<file path="src/assert_macros.svh">
// Assertion helpers shared by the RTL files.
`ifndef ASSERT_MACROS_SVH
`define ASSERT_MACROS_SVH
`ifndef SYNTHESIS
// Checked on every clock edge outside reset.
`define MCK_ASSERT(lbl, prop, msg) \
  lbl: assert property (@(posedge clk) disable iff (!rst_n) prop) else $error(msg);
// Checked on every clock edge, reset included.
`define MCK_ASSERT_ALWAYS(lbl, prop, msg) \
  lbl: assert property (@(posedge clk) prop) else $error(msg);
`else
`define MCK_ASSERT(lbl, prop, msg)
`define MCK_ASSERT_ALWAYS(lbl, prop, msg)
`endif
`endif

</file>
<file path="src/mck_pkg.sv">
package mck_pkg;

  localparam int STORED_W    = 24;  // pattern bits held in the code table
  localparam int UNITS_W     = 5;   // pattern length, up to 19 units
  localparam int UNIT_MS_W   = 11;
  localparam int WPM_W       = 6;
  localparam int QUEUE_DEPTH = 2;

  localparam logic [WPM_W-1:0] WPM_RESET   = 6'd20;
  localparam logic [7:0]       CH_LOWER_A  = 8'h61;
  localparam logic [7:0]       CH_LOWER_Z  = 8'h7A;
  localparam logic [7:0]       CASE_OFFSET = 8'h20;

  typedef struct packed {
    logic                hit;
    logic [UNITS_W-1:0]  units;
    logic [STORED_W-1:0] bits;
  } code_entry_t;

  // Fixed Morse table, folded character in, length and key pattern out.
  function automatic code_entry_t code_lookup(input logic [7:0] ch);
    code_entry_t e;
    e.hit = 1'b1;
    case (ch)
      8'h41: begin e.units = 5'd5;  e.bits = 24'hB80000; end
      8'h42: begin e.units = 5'd9;  e.bits = 24'hEA8000; end
      8'h43: begin e.units = 5'd11; e.bits = 24'hEBA000; end
      8'h44: begin e.units = 5'd7;  e.bits = 24'hEA0000; end
      8'h45: begin e.units = 5'd1;  e.bits = 24'h800000; end
      8'h46: begin e.units = 5'd9;  e.bits = 24'hAE8000; end
      8'h47: begin e.units = 5'd9;  e.bits = 24'hEE8000; end
      8'h48: begin e.units = 5'd7;  e.bits = 24'hAA0000; end
      8'h49: begin e.units = 5'd3;  e.bits = 24'hA00000; end
      8'h4A: begin e.units = 5'd13; e.bits = 24'hBBB800; end
      8'h4B: begin e.units = 5'd9;  e.bits = 24'hEB8000; end
      8'h4C: begin e.units = 5'd9;  e.bits = 24'hBA8000; end
      8'h4D: begin e.units = 5'd7;  e.bits = 24'hEE0000; end
      8'h4E: begin e.units = 5'd5;  e.bits = 24'hE80000; end
      8'h4F: begin e.units = 5'd11; e.bits = 24'hEEE000; end
      8'h50: begin e.units = 5'd11; e.bits = 24'hBBA000; end
      8'h51: begin e.units = 5'd13; e.bits = 24'hEEB800; end
      8'h52: begin e.units = 5'd7;  e.bits = 24'hBA0000; end
      8'h53: begin e.units = 5'd5;  e.bits = 24'hA80000; end
      8'h54: begin e.units = 5'd3;  e.bits = 24'hE00000; end
      8'h55: begin e.units = 5'd7;  e.bits = 24'hAE0000; end
      8'h56: begin e.units = 5'd9;  e.bits = 24'hAB8000; end
      8'h57: begin e.units = 5'd9;  e.bits = 24'hBB8000; end
      8'h58: begin e.units = 5'd11; e.bits = 24'hEAE000; end
      8'h59: begin e.units = 5'd13; e.bits = 24'hEBB800; end
      8'h5A: begin e.units = 5'd11; e.bits = 24'hEEA000; end
      8'h31: begin e.units = 5'd17; e.bits = 24'hBBBB80; end
      8'h32: begin e.units = 5'd15; e.bits = 24'hAEEE00; end
      8'h33: begin e.units = 5'd13; e.bits = 24'hABB800; end
      8'h34: begin e.units = 5'd11; e.bits = 24'hAAE000; end
      8'h35: begin e.units = 5'd9;  e.bits = 24'hAA8000; end
      8'h36: begin e.units = 5'd11; e.bits = 24'hEAA000; end
      8'h37: begin e.units = 5'd13; e.bits = 24'hEEA800; end
      8'h38: begin e.units = 5'd15; e.bits = 24'hEEEA00; end
      8'h39: begin e.units = 5'd17; e.bits = 24'hEEEE80; end
      8'h30: begin e.units = 5'd19; e.bits = 24'hEEEEE0; end
      8'h2E: begin e.units = 5'd17; e.bits = 24'hBAEB80; end
      8'h2C: begin e.units = 5'd19; e.bits = 24'hEEAEE0; end
      8'h3B: begin e.units = 5'd17; e.bits = 24'hEBAE80; end
      8'h3F: begin e.units = 5'd15; e.bits = 24'hAEEA00; end
      8'h25: begin e.units = 5'd13; e.bits = 24'hEAE800; end
      8'hC7: begin e.units = 5'd13; e.bits = 24'hEBA800; end
      8'hC9: begin e.units = 5'd11; e.bits = 24'hAEA000; end
      8'h28: begin e.units = 5'd19; e.bits = 24'hEBBAE0; end
      8'h29: begin e.units = 5'd19; e.bits = 24'hEBBAE0; end
      8'h40: begin e.units = 5'd17; e.bits = 24'hBBAE80; end
      8'h2F: begin e.units = 5'd13; e.bits = 24'hEAE800; end
      8'h20: begin e.units = 5'd1;  e.bits = 24'h000000; end
      default: begin e.hit = 1'b0; e.units = '0; e.bits = '0; end
    endcase
    return e;
  endfunction

  // Dot unit in ms, 60000 / (50 * wpm) = 1200 / wpm; zero speed reads as 1 wpm.
  function automatic logic [UNIT_MS_W-1:0] unit_ms_of(input logic [WPM_W-1:0] wpm);
    logic [UNIT_MS_W-1:0] ms;
    case (wpm)
      6'd0:  ms = 11'd1200; 6'd1:  ms = 11'd1200; 6'd2:  ms = 11'd600;
      6'd3:  ms = 11'd400;  6'd4:  ms = 11'd300;  6'd5:  ms = 11'd240;
      6'd6:  ms = 11'd200;  6'd7:  ms = 11'd171;  6'd8:  ms = 11'd150;
      6'd9:  ms = 11'd133;  6'd10: ms = 11'd120;  6'd11: ms = 11'd109;
      6'd12: ms = 11'd100;  6'd13: ms = 11'd92;   6'd14: ms = 11'd85;
      6'd15: ms = 11'd80;   6'd16: ms = 11'd75;   6'd17: ms = 11'd70;
      6'd18: ms = 11'd66;   6'd19: ms = 11'd63;   6'd20: ms = 11'd60;
      6'd21: ms = 11'd57;   6'd22: ms = 11'd54;   6'd23: ms = 11'd52;
      6'd24: ms = 11'd50;   6'd25: ms = 11'd48;   6'd26: ms = 11'd46;
      6'd27: ms = 11'd44;   6'd28: ms = 11'd42;   6'd29: ms = 11'd41;
      6'd30: ms = 11'd40;   6'd31: ms = 11'd38;   6'd32: ms = 11'd37;
      6'd33: ms = 11'd36;   6'd34: ms = 11'd35;   6'd35: ms = 11'd34;
      6'd36: ms = 11'd33;   6'd37: ms = 11'd32;   6'd38: ms = 11'd31;
      6'd39: ms = 11'd30;   6'd40: ms = 11'd30;   6'd41: ms = 11'd29;
      6'd42: ms = 11'd28;   6'd43: ms = 11'd27;   6'd44: ms = 11'd27;
      6'd45: ms = 11'd26;   6'd46: ms = 11'd26;   6'd47: ms = 11'd25;
      6'd48: ms = 11'd25;   6'd49: ms = 11'd24;   6'd50: ms = 11'd24;
      6'd51: ms = 11'd23;   6'd52: ms = 11'd23;   6'd53: ms = 11'd22;
      6'd54: ms = 11'd22;   6'd55: ms = 11'd21;   6'd56: ms = 11'd21;
      6'd57: ms = 11'd21;   6'd58: ms = 11'd20;   6'd59: ms = 11'd20;
      6'd60: ms = 11'd20;   6'd61: ms = 11'd19;   6'd62: ms = 11'd19;
      6'd63: ms = 11'd19;
      default: ms = 11'd1200;
    endcase
    return ms;
  endfunction

endpackage

</file>
<file path="src/morse_character_keyer_top.sv">
// Channel   Ports                                          Handshake
// input     in_char_code                                   in_push & !in_full
// result    out_key_level, out_unit_ms, out_last_unit      out_pop & !out_empty
// config    cfg_data (words per minute)                    cfg_valid & cfg_ready
//
// A known character is loaded from the two-entry queue into the sequencer,
// which then gives one result per cycle unless the output register stalls.
// An unknown character is taken and gives no result.
// The output register stalls the sequencer when pop stays low; the queue keeps
// accepting characters until it is full. Synchronous active-low reset, speed
// resets to 20 wpm.
module morse_character_keyer_top
  import mck_pkg::*;
#(
  parameter int PATTERN_BYTES = 3,
  parameter int GAP_UNITS     = 3
) (
  input  logic                 clk,
  input  logic                 rst_n,
  input  logic                 in_push,
  input  logic [7:0]           in_char_code,
  output logic                 in_full,
  input  logic                 out_pop,
  output logic                 out_empty,
  output logic                 out_key_level,
  output logic [UNIT_MS_W-1:0] out_unit_ms,
  output logic                 out_last_unit,
  input  logic                 cfg_valid,
  output logic                 cfg_ready,
  input  logic [WPM_W-1:0]     cfg_data
);

  localparam int PAT_W = PATTERN_BYTES * 8;
  localparam int ENT_W = UNITS_W + PAT_W;

  logic                 q_push, q_full, q_pop, q_empty;
  logic [ENT_W-1:0]     q_in_data, q_out_data;
  logic [UNIT_MS_W-1:0] unit_ms_r;

  // Speed register, kept as the unit duration it selects.
  assign cfg_ready = 1'b1;
  always_ff @(posedge clk) begin
    if (!rst_n) begin
      unit_ms_r <= unit_ms_of(WPM_RESET);
    end else if (cfg_valid && cfg_ready) begin
      unit_ms_r <= unit_ms_of(cfg_data);
    end
  end
  assign out_unit_ms = unit_ms_r;

  mck_front #(
    .PAT_W (PAT_W),
    .ENT_W (ENT_W)
  ) u_front (
    .in_push      (in_push),
    .in_char_code (in_char_code),
    .in_full      (in_full),
    .q_full       (q_full),
    .q_push       (q_push),
    .q_data       (q_in_data)
  );

  mck_queue #(
    .WIDTH (ENT_W)
  ) u_queue (
    .clk       (clk),
    .rst_n     (rst_n),
    .push      (q_push),
    .push_data (q_in_data),
    .full      (q_full),
    .pop       (q_pop),
    .pop_data  (q_out_data),
    .empty     (q_empty)
  );

  mck_back #(
    .PAT_W     (PAT_W),
    .ENT_W     (ENT_W),
    .GAP_UNITS (GAP_UNITS)
  ) u_back (
    .clk           (clk),
    .rst_n         (rst_n),
    .q_empty       (q_empty),
    .q_data        (q_out_data),
    .q_pop         (q_pop),
    .out_pop       (out_pop),
    .out_empty     (out_empty),
    .out_key_level (out_key_level),
    .out_last_unit (out_last_unit)
  );

endmodule

</file>
<file path="src/mck_front.sv">
module mck_front
  import mck_pkg::*;
#(
  parameter int PAT_W = 24,
  parameter int ENT_W = UNITS_W + 24
) (
  input  logic             in_push,
  input  logic [7:0]       in_char_code,
  output logic             in_full,
  input  logic             q_full,
  output logic             q_push,
  output logic [ENT_W-1:0] q_data
);

  // Longest pattern the store can hold, capped to the length field.
  localparam logic [UNITS_W-1:0] PAT_CAP = (PAT_W > 31) ? 5'd31 : UNITS_W'(PAT_W);

  logic [7:0]         ch_fold;
  code_entry_t        ent;
  logic [UNITS_W-1:0] len;
  logic [PAT_W-1:0]   pat;

  // Fold lower case and look the character up.
  always_comb begin
    ch_fold = in_char_code;
    if (in_char_code >= CH_LOWER_A && in_char_code <= CH_LOWER_Z) begin
      ch_fold = in_char_code - CASE_OFFSET;
    end
    ent = code_lookup(ch_fold);
    len = (ent.units > PAT_CAP) ? PAT_CAP : ent.units;
  end

  // Fit the stored pattern to the pattern store, MSB aligned.
  if (PAT_W > STORED_W) begin : g_wide
    assign pat = {ent.bits, {(PAT_W - STORED_W){1'b0}}};
  end else if (PAT_W == STORED_W) begin : g_same
    assign pat = ent.bits;
  end else begin : g_narrow
    assign pat = ent.bits[STORED_W-1 -: PAT_W];
  end

  // Unknown characters are taken and dropped.
  assign in_full = q_full;
  assign q_push  = in_push && !q_full && ent.hit;
  assign q_data  = {len, pat};

endmodule

</file>
<file path="src/mck_queue.sv">
module mck_queue
  import mck_pkg::*;
#(
  parameter int WIDTH = 29
) (
  input  logic             clk,
  input  logic             rst_n,
  input  logic             push,
  input  logic [WIDTH-1:0] push_data,
  output logic             full,
  input  logic             pop,
  output logic [WIDTH-1:0] pop_data,
  output logic             empty
);

  `include "assert_macros.svh"

  localparam int PTR_W = (QUEUE_DEPTH > 1) ? $clog2(QUEUE_DEPTH) : 1;
  localparam int CNT_W = $clog2(QUEUE_DEPTH + 1);
  localparam logic [CNT_W-1:0] DEPTH_C = CNT_W'(QUEUE_DEPTH);
  localparam logic [PTR_W-1:0] LAST_PTR = PTR_W'(QUEUE_DEPTH - 1);

  logic [WIDTH-1:0] slot_r [QUEUE_DEPTH];
  logic [PTR_W-1:0] wr_ptr_r, rd_ptr_r;
  logic [CNT_W-1:0] count_r;
  logic             do_push, do_pop;

  assign full     = (count_r == DEPTH_C);
  assign empty    = (count_r == '0);
  assign do_push  = push && !full;
  assign do_pop   = pop && !empty;
  assign pop_data = slot_r[rd_ptr_r];

  // Item storage
  always_ff @(posedge clk) begin
    if (do_push) begin
      slot_r[wr_ptr_r] <= push_data;
    end
  end

  // Pointers and fill count
  always_ff @(posedge clk) begin
    if (!rst_n) begin
      wr_ptr_r <= '0;
      rd_ptr_r <= '0;
      count_r  <= '0;
    end else begin
      if (do_push) begin
        wr_ptr_r <= (wr_ptr_r == LAST_PTR) ? '0 : wr_ptr_r + PTR_W'(1);
      end
      if (do_pop) begin
        rd_ptr_r <= (rd_ptr_r == LAST_PTR) ? '0 : rd_ptr_r + PTR_W'(1);
      end
      if (do_push && !do_pop) begin
        count_r <= count_r + CNT_W'(1);
      end else if (do_pop && !do_push) begin
        count_r <= count_r - CNT_W'(1);
      end
    end
  end

  `MCK_ASSERT_ALWAYS(a_q_count_max, !rst_n || count_r <= DEPTH_C, "queue count over depth")
  `MCK_ASSERT(a_q_fill, (do_push && !do_pop) |=> count_r == $past(count_r) + CNT_W'(1), "queue count not incremented")
  `MCK_ASSERT(a_q_drain, (do_pop && !do_push) |=> count_r == $past(count_r) - CNT_W'(1), "queue count not decremented")

endmodule

</file>
<file path="src/mck_back.sv">
module mck_back
  import mck_pkg::*;
#(
  parameter int PAT_W     = 24,
  parameter int ENT_W     = UNITS_W + 24,
  parameter int GAP_UNITS = 3
) (
  input  logic             clk,
  input  logic             rst_n,
  input  logic             q_empty,
  input  logic [ENT_W-1:0] q_data,
  output logic             q_pop,
  input  logic             out_pop,
  output logic             out_empty,
  output logic             out_key_level,
  output logic             out_last_unit
);

  `include "assert_macros.svh"

  localparam int GAP_W = (GAP_UNITS > 1) ? $clog2(GAP_UNITS) : 1;
  localparam logic [GAP_W-1:0] GAP_LAST = GAP_W'(GAP_UNITS - 1);

  typedef enum logic {ST_IDLE, ST_RUN} state_t;

  state_t             state_r, state_nxt;
  logic [PAT_W-1:0]   pat_r, pat_nxt;
  logic [UNITS_W-1:0] cnt_r, cnt_nxt;
  logic [GAP_W-1:0]   gap_r, gap_nxt;
  logic               ov_r, ov_nxt;
  logic               key_r, key_nxt;
  logic               last_r, last_nxt;
  logic               can_load;

  assign can_load = !ov_r || out_pop;
  assign q_pop    = (state_r == ST_IDLE) && !q_empty;

  // Sequencer: pattern units MSB first, then the trailing gap units.
  always_comb begin
    state_nxt = state_r;
    pat_nxt   = pat_r;
    cnt_nxt   = cnt_r;
    gap_nxt   = gap_r;
    ov_nxt    = ov_r && !out_pop;
    key_nxt   = key_r;
    last_nxt  = last_r;
    if (q_pop) begin
      state_nxt = ST_RUN;
      pat_nxt   = q_data[PAT_W-1:0];
      cnt_nxt   = q_data[ENT_W-1 -: UNITS_W];
      gap_nxt   = '0;
    end else if (state_r == ST_RUN && can_load) begin
      ov_nxt = 1'b1;
      if (cnt_r != '0) begin
        key_nxt  = pat_r[PAT_W-1];
        last_nxt = 1'b0;
        pat_nxt  = pat_r << 1;
        cnt_nxt  = cnt_r - UNITS_W'(1);
      end else begin
        key_nxt  = 1'b0;
        last_nxt = (gap_r == GAP_LAST);
        gap_nxt  = gap_r + GAP_W'(1);
        if (gap_r == GAP_LAST) begin
          state_nxt = ST_IDLE;
        end
      end
    end
  end

  // State and output register
  always_ff @(posedge clk) begin
    if (!rst_n) begin
      state_r <= ST_IDLE;
      ov_r    <= 1'b0;
    end else begin
      state_r <= state_nxt;
      ov_r    <= ov_nxt;
    end
    pat_r  <= pat_nxt;
    cnt_r  <= cnt_nxt;
    gap_r  <= gap_nxt;
    key_r  <= key_nxt;
    last_r <= last_nxt;
  end

  assign out_empty     = !ov_r;
  assign out_key_level = key_r;
  assign out_last_unit = last_r;

  `MCK_ASSERT(a_last_key_up, (ov_r && last_r) |-> !key_r, "key down on final gap unit")
  `MCK_ASSERT(a_pop_idle, q_pop |-> state_r == ST_IDLE, "queue popped while sequencing")
  `MCK_ASSERT(a_last_ends, (state_r == ST_RUN && can_load && cnt_r == '0 && gap_r == GAP_LAST && !q_pop) |=> (state_r == ST_IDLE && last_r), "character did not end on final gap")

endmodule
</file>
<file path="config.mk">
export PLATFORM = sky130hd
export DESIGN_NAME = morse_character_keyer_top
export DESIGN_NICKNAME = d
export VERILOG_FILES = /design/src/mck_pkg.sv /design/src/morse_character_keyer_top.sv /design/src/mck_front.sv /design/src/mck_queue.sv /design/src/mck_back.sv
export VERILOG_INCLUDE_DIRS = /design/src /design/src/src
export SDC_FILE = /design/constraint.sdc
export NUM_CORES = 1
export LEC_CHECK = 0
export BUFFER_PORTS_ARGS = -buffer_cell sky130_fd_sc_hd__buf_2
export CORE_ASPECT_RATIO = 2
export CORE_MARGIN = 4
export CORE_UTILIZATION = 35
export DETAILED_ROUTE_END_ITERATION = 6
export PLACE_DENSITY = 0.52
export SYNTH_ARGS = -nofsm -noshare
export SYNTH_HDL_FRONTEND = slang
export SYNTH_SLANG_ARGS = --single-unit
</file>
<file path="constraint.sdc">
create_clock -name clk -period 9.1 [get_ports clk]
set_clock_uncertainty 0.1 [all_clocks]
set_input_delay 0.91 -clock clk [delete_from_list [all_inputs] [get_ports clk]]
set_output_delay 0.91 -clock clk [all_outputs]
set_load 0.01 [all_outputs]
</file>
Yosys cells after proc, flatten, opt, wreduce, memory -nomap -nowiden:

Memory sizes are Yosys's and may differ from the RTL's. A register that Yosys moved wholly into a read port is not among the register bits.
Cells that the tools add are included.

* $add $sub $neg: 7
* magnitude comparators: 3
* equal/unequal tests: 51
* muxes and demuxes: 24
* bitwise operators: 3
* reductions and logical operators: 31

Operator list (count)
* 29-bit case mux with 46 select lines: 1
* 8-bit by 7-bit == test with 1-bit output, second input constant: 27
* 8-bit by 6-bit == test with 1-bit output, second input constant: 19
* 24-bit 2-to-1 mux: 3
* 48-bit OR reduction: 1
* 5-bit 2-to-1 mux: 4
* 8-bit == test, second input constant: 2
* 1-bit 2-to-1 mux: 13
* 1-bit logical AND: 10
* 8-bit by 7-bit >= comparator with 1-bit output, second input constant: 1
* 8-bit by 7-bit <= comparator with 1-bit output, second input constant: 1
* 8-bit 2-to-1 mux: 1
* 2-bit nonzero test: 4
* 8-bit by 6-bit subtractor with 8-bit output, second input constant: 1
* 1-bit logical NOT: 7
* 2-bit AND reduction: 3
* 5-bit > comparator, second input constant: 1
* 5-bit nonzero test: 1
* 5-bit by 1-bit subtractor with 5-bit output, second input constant: 1
* 2-bit by 1-bit adder with 2-bit output, second input constant: 2
* 2-bit == test, second input constant: 2
* 2-bit 2-to-1 mux: 2
* 2-bit OR reduction: 2
* 1-bit inverter: 3
* other kinds (6): 7

* flip-flop bits (word level): 39
* memory bits (writable): 58
* ROM bits: 704
* input port bits: 19
* output and inout port bits: 16
* word-level logic and storage cells: 131
* memories kept: 2

Memories
* (no name shown): words 64, bits a word 11, rd ports 1, clocked after Yosys merged registers in 1, wr ports 0, line mck_pkg.sv:81 `case (wpm)`
* u_queue.slot_r: words 2, bits a word 29, rd ports 1, clocked after Yosys merged registers in 1, wr ports 1, line mck_queue.sv:23 `logic [WIDTH-1:0] slot_r [QUEUE_DEPTH];`

Logic depth before layout (Yosys ltp):

* depth in word-level cells: 12
* gate-level depth with buffers: 13
* gate-level depth less buffers: 11

Cells and area by module:

A second synthesis with hierarchy kept.

* cell total of the unflattened synthesis: 678
* area total of the unflattened synthesis: 6607.6 um2

Modules (own cells, without submodules)
* mck_queue: times used 1, cells an instance 115, area an instance 2322.2 um2, seq. area each 1841.8 um2
* mck_front: times used 1, cells an instance 270, area an instance 1597.8 um2, seq. area each 0.0 um2
* mck_back: times used 1, cells an instance 152, area an instance 1569.0 um2, seq. area each 1011.0 um2
* morse_character_keyer_top: times used 1, cells an instance 141, area an instance 1118.6 um2, seq. area each 220.2 um2

Worst setup path before layout:

No wires, ideal clock.

* path kind: input to register
* start point: in in_char_code[5]
* end point: mem u_queue.slot_r[0][10], enable pin
* setup time: 0.403 ns
* data arrival time: 3.849 ns
* required time: 8.597 ns
* slack: 4.747 ns
* stages: 10
* path buffers: 2
* cell sequence: buf_2 inv_1 ha_1 a31o_2 clkbuf_1 or4_1 o311ai_1 o21ai_0 a31oi_1 nor2b_1

* word-level cells in the longest chain between the ends: 10
* elaborated cells between the ends (all ways): 59
* classes of those cells: 1 x add/sub; 2 x order compare; 48 x eq/ne; 4 x mux; 4 x reduce/logical

Ends and longest elaborated chain
* from (decl): line morse_character_keyer_top.sv:21 `input logic [7:0] in_char_code,`
* 8-bit by 7-bit >= comparator with 1-bit output / 8-bit by 7-bit <= comparator with 1-bit output (equally long branches): line mck_front.sv:26 `if (in_char_code >= CH_LOWER_A && in_char_code <= CH_LOWER_Z) begin`
* 1-bit logical AND: line mck_front.sv:26
* 8-bit 2-to-1 mux (*): line mck_front.sv:26
* 8-bit by 7-bit == test with 1-bit output, or another cell as far along: line mck_pkg.sv:24 `case (ch)`
* 48-bit OR reduction (no source line) (*)
* 1-bit 2-to-1 mux (*): line mck_pkg.sv:24
* 1-bit logical AND (*): line mck_front.sv:44 `assign q_push = in_push && !q_full && ent.hit;`
* 1-bit logical AND (*): line mck_queue.sv:30 `assign do_push = push && !full;`
* net u_queue.do_push: line mck_queue.sv:26 `logic do_push, do_pop;`
* 1-bit 2-to-1 mux (*): line mck_queue.sv:36 `if (do_push) begin`
* 1-bit 2-to-1 mux (not written as such) (*): line mck_queue.sv:37 `slot_r[wr_ptr_r] <= push_data;`
* to (decl): line mck_queue.sv:23

Mark *: on every way through the listed nets, which the timed path passes. The rest lies on a longest branch.

Worst setup path after layout:

Ends and elaborated chain as after synthesis.

==> impl_metrics.env <==
export IMPL_endpoint_kind="register"
export IMPL_hpwl_um=13240
export IMPL_async_reset_ff_share_pct=0
export IMPL_port_buffers=33
export IMPL_final_cell_mix="edfxtp_1, nand2_1, nor2_1"
export IMPL_hold_buffers=0
export IMPL_fill_cells=1660
export IMPL_critPathMaxFanout=22
export IMPL_crit_buf_inv=2
export IMPL_gr_total_overflow=0
export IMPL_rr_startpoint="u_queue.count_r[0]"
export IMPL_clkTransAtPathRegs_ns=0.06
export IMPL_crit_required_ns=8.95
export IMPL_viasPerCell=5.888
export IMPL_finalWeightedCongestion=0.9941
export IMPL_initial_core_util_pct=35.48
export IMPL_ys_top_cells_by_area="edfxtp_1, dfxtp_1, mux2i_1"
export IMPL_synth_seq_area_share_pct=42.28
export IMPL_avgSynthCellArea_um2=9.484
export IMPL_power_mw=1.450
export IMPL_drive_above_1_share_pct=12.94
export IMPL_power_density_mw_per_mm2=223.2
export IMPL_cts_repair_resized=0
export IMPL_cp_start_kind="input pin"
export IMPL_yosysUniqueCellTypes=85
export IMPL_drt_iter0_drc=309
export IMPL_drc=0
export IMPL_maxSlewViolCount=0
export IMPL_worst_r2r_setup_slack_ns=6.78
export IMPL_multiInputGateArea_mm2=0.003117
export IMPL_power_internal_mw=0.9929
export IMPL_setup_violations=0
export IMPL_rows=67
export IMPL_rsz0062_at_grt="false"
export IMPL_clk_latency_ns=0.34
export IMPL_synth_top_area_share_pct=35.52
export IMPL_n_antenna_cell=0
export IMPL_cts_tree="done"
export IMPL_cts_htree_levels=3
export IMPL_synth_area_mm2=0.005918
export IMPL_status="completed"
export IMPL_seqCellArea_mm2=0.002502
export IMPL_die_y_um=191.9
export IMPL_dr_pass1_iters=4
export IMPL_io_pins=35
export IMPL_yosys_area_top_type="edfxtp_1"
export IMPL_syn_to_final_growth_pct=9.746
export IMPL_worst_slew_pin_slew_ns=1.103
export IMPL_switchingPower_mw=0.4567
export IMPL_crit_family="compound AO/OA/AOI/OAI gates"
export IMPL_cp_arrival_ns=4.09
export IMPL_dr_wl_met3_um=754
export IMPL_vias=4905
export IMPL_die_w_um=99.95
export IMPL_cts_setup_buffers=0
export IMPL_globalRouteTotalUtil_pct=18.74
export IMPL_core_area_mm2=0.01668
export IMPL_min_to="out_unit_ms[3]"
export IMPL_max_stage_delay_ns=0.92
export IMPL_reg2reg_depth=4
export IMPL_whs_ns=0.3696
export IMPL_slew_headroom_pct=26.10
export IMPL_finalHoldViolations=0
export IMPL_design_die_area_mm2=0.01918
export IMPL_cts_sinks=90
export IMPL_ir_drop_mv=0.1076
export IMPL_fin_tns_setup_ns=0
export IMPL_syn_num_nets=656
export IMPL_hold_path_depth=2
export IMPL_nets=653
export IMPL_clockBufferDepth=2
export IMPL_path_class="in -> reg"
export IMPL_timing_final_crit_share_pct=46.58
export IMPL_swShare_pct=31.51
export IMPL_ant_nets=0
export IMPL_topRoutingLayerUsed="met4"
export IMPL_finalCriticalPeriod_ns=4.239
export IMPL_cpMaxStageDelayCell="nor2b_2"
export IMPL_postSynthCellCount=624
export IMPL_p_leak_nw=2.301
export IMPL_dr_wl_met2_um=9463
export IMPL_grt_first_pass_wirelength_um=27370
export IMPL_maxCapViolCount=0
export IMPL_ys_ff_latch=90
export IMPL_yosys_warnings=0
export IMPL_final_common_cell="edfxtp_1"
export IMPL_cts_made_buffers=9
export IMPL_seqPwrFrac_pct=42.9
export IMPL_combPwrFrac_pct=28.6
export IMPL_synth_edf_count=70
export IMPL_wl_met1_um=5680
export IMPL_grt_max_degree=46
export IMPL_min_path_type="reg -> reg"
export IMPL_r2r_end="u_queue.slot_r[0][10]"
export IMPL_grt_pass1_vias=4931
export IMPL_worstHoldStart="out_unit_ms[3]"
export IMPL_wl_um=17430
export IMPL_clkPwrFrac_pct=28.5
export IMPL_fmax_ghz=0.2359
export IMPL_cts_root_buf="clkbuf_16"
export IMPL_ys_flop_type="edfxtp_1"
export IMPL_post_drt_wl_per_cell_um=20.92
export IMPL_crit_chain="buf_2, inv_1, ha_1, o21ai_1, o311ai_4, a31oi_2, o21ai_0, a31oi_1, nor2b_2"
export IMPL_antenna_found_initial=0
-- cell type report --
| class | instances | area share, % |
|---|---|---|
| Clock buffer | 13 | 4.161 |
| Sequential cell | 90 | 38.53 |
| Tap cell | 207 | 3.988 |
| Clock inverter | 3 | 1.060 |
| Timing Repair Buffer | 36 | 2.890 |
| Inverter | 24 | 1.387 |
| Multi-Input combinational cell | 460 | 47.99 |
-- kinds of logic (layout without fill, tap and decap cells) --
family          after synthesis  count (layout)  synth area share, %
simple gates                213             213                18.41
other cells                   1               1              0.06336
mux                          32              32                6.068
xor+xnor                     12              12                1.776
buf+inv                      74              76                5.159
compound gates              188             188                23.32
flops                        90              90                42.28
fa+ha+maj                    14              14                2.918
-- how the worst max path moves through the flow --
stage,startpoint,end,slack [ns],cells past startpoint
after floorplan,in_char_code[5],u_queue.slot_r[0][10],4.75,10
after global placement,in_char_code[5],u_queue.slot_r[0][10],4.61,9
after detailed placement,in_char_code[5],u_queue.slot_r[0][12],4.48,9
after CTS,in_char_code[5],u_queue.slot_r[0][17],4.84,9
after global routing,in_char_code[5],u_queue.slot_r[0][15],4.53,9
final,in_char_code[5],u_queue.slot_r[0][10],4.86,9
-- per-stage QoR --
step           cell area, µm²  instances  setup WS [ns]  utilization (%)
6_report                 6495        833          4.861            38.93
5_1_grt                  6495        833          4.532            38.93
4_1_cts                  6495        833          4.841            38.93
3_5_place_dp             6156        817          4.479            36.90
3_3_place_gp             6156        817          4.606            36.90
2_1_floorplan            5918        624          4.747                -
-- power by group through the flow --
stage | Sequential, mW | Combinational, mW | Clock [mW]
finish | 0.622 | 0.414 | 0.414
global route | 0.632 | 0.467 | 0.443
CTS | 0.623 | 0.421 | 0.424
detailed placement | 0.630 | 0.419 | 0
global placement | 0.628 | 0.411 | 0
floorplan | 0.625 | 0.310 | 0
-- layer usage --
metal,up-vias,GRT usage [%]
li1,2330,-
met1,2305,17.38
met2,191,34.33
met3,79,3.126
met4,0,16.15
met5,-,0
-- worst register-to-register path, stage by stage (launching register included) --
cell and delay [ns]:
dfxtp_1 0.42, nand2b_1 0.18, nand2_1 0.09, a31oi_1 0.21
nor2b_2 0.92
-- Yosys cell counts, types with 3 or more instances --
library cell  instances
nand2_1              55
a21boi_0              3
buf_1                 3
o21ai_0              34
clkbuf_1             32
o311ai_0              5
and3_1                4
xor2_1                6
a21oi_1              39
a31oi_1              11
and2_1                9
a211o_1               3
a211oi_1             15
mux4_2                3
nor2_1               47
dfxtp_1              20
nor3_1               17
or3_1                 3
a221oi_2              3
o211ai_1              6
buf_2                13
xnor2_1               6
ha_1                 13
nand3_1              17
inv_1                23
a21o_1                4
o21a_1                4
o31ai_1               3
edfxtp_1             70
o32ai_1               3
o21ai_1               4
a311oi_1              4
nand4_1               6
mux2i_1              28
o22ai_1               9
nor2b_1              18
nand4b_1              4
nand2b_1             14
-- registers in the layout, summed over array words and instances (netlist names), named ones only --
register / flops
out_unit_ms: 11
u_back.cnt_r: 5
u_back.gap_r: 2
u_back.out_key_level: 1
u_back.out_last_unit: 1
u_back.ov_r: 1
u_back.pat_r: 19
u_back.state_r: 1
u_queue.count_r: 2
u_queue.rd_ptr_r: 1
u_queue.slot_r: 44
u_queue.wr_ptr_r: 1
Power figures use the tool's default switching activity.
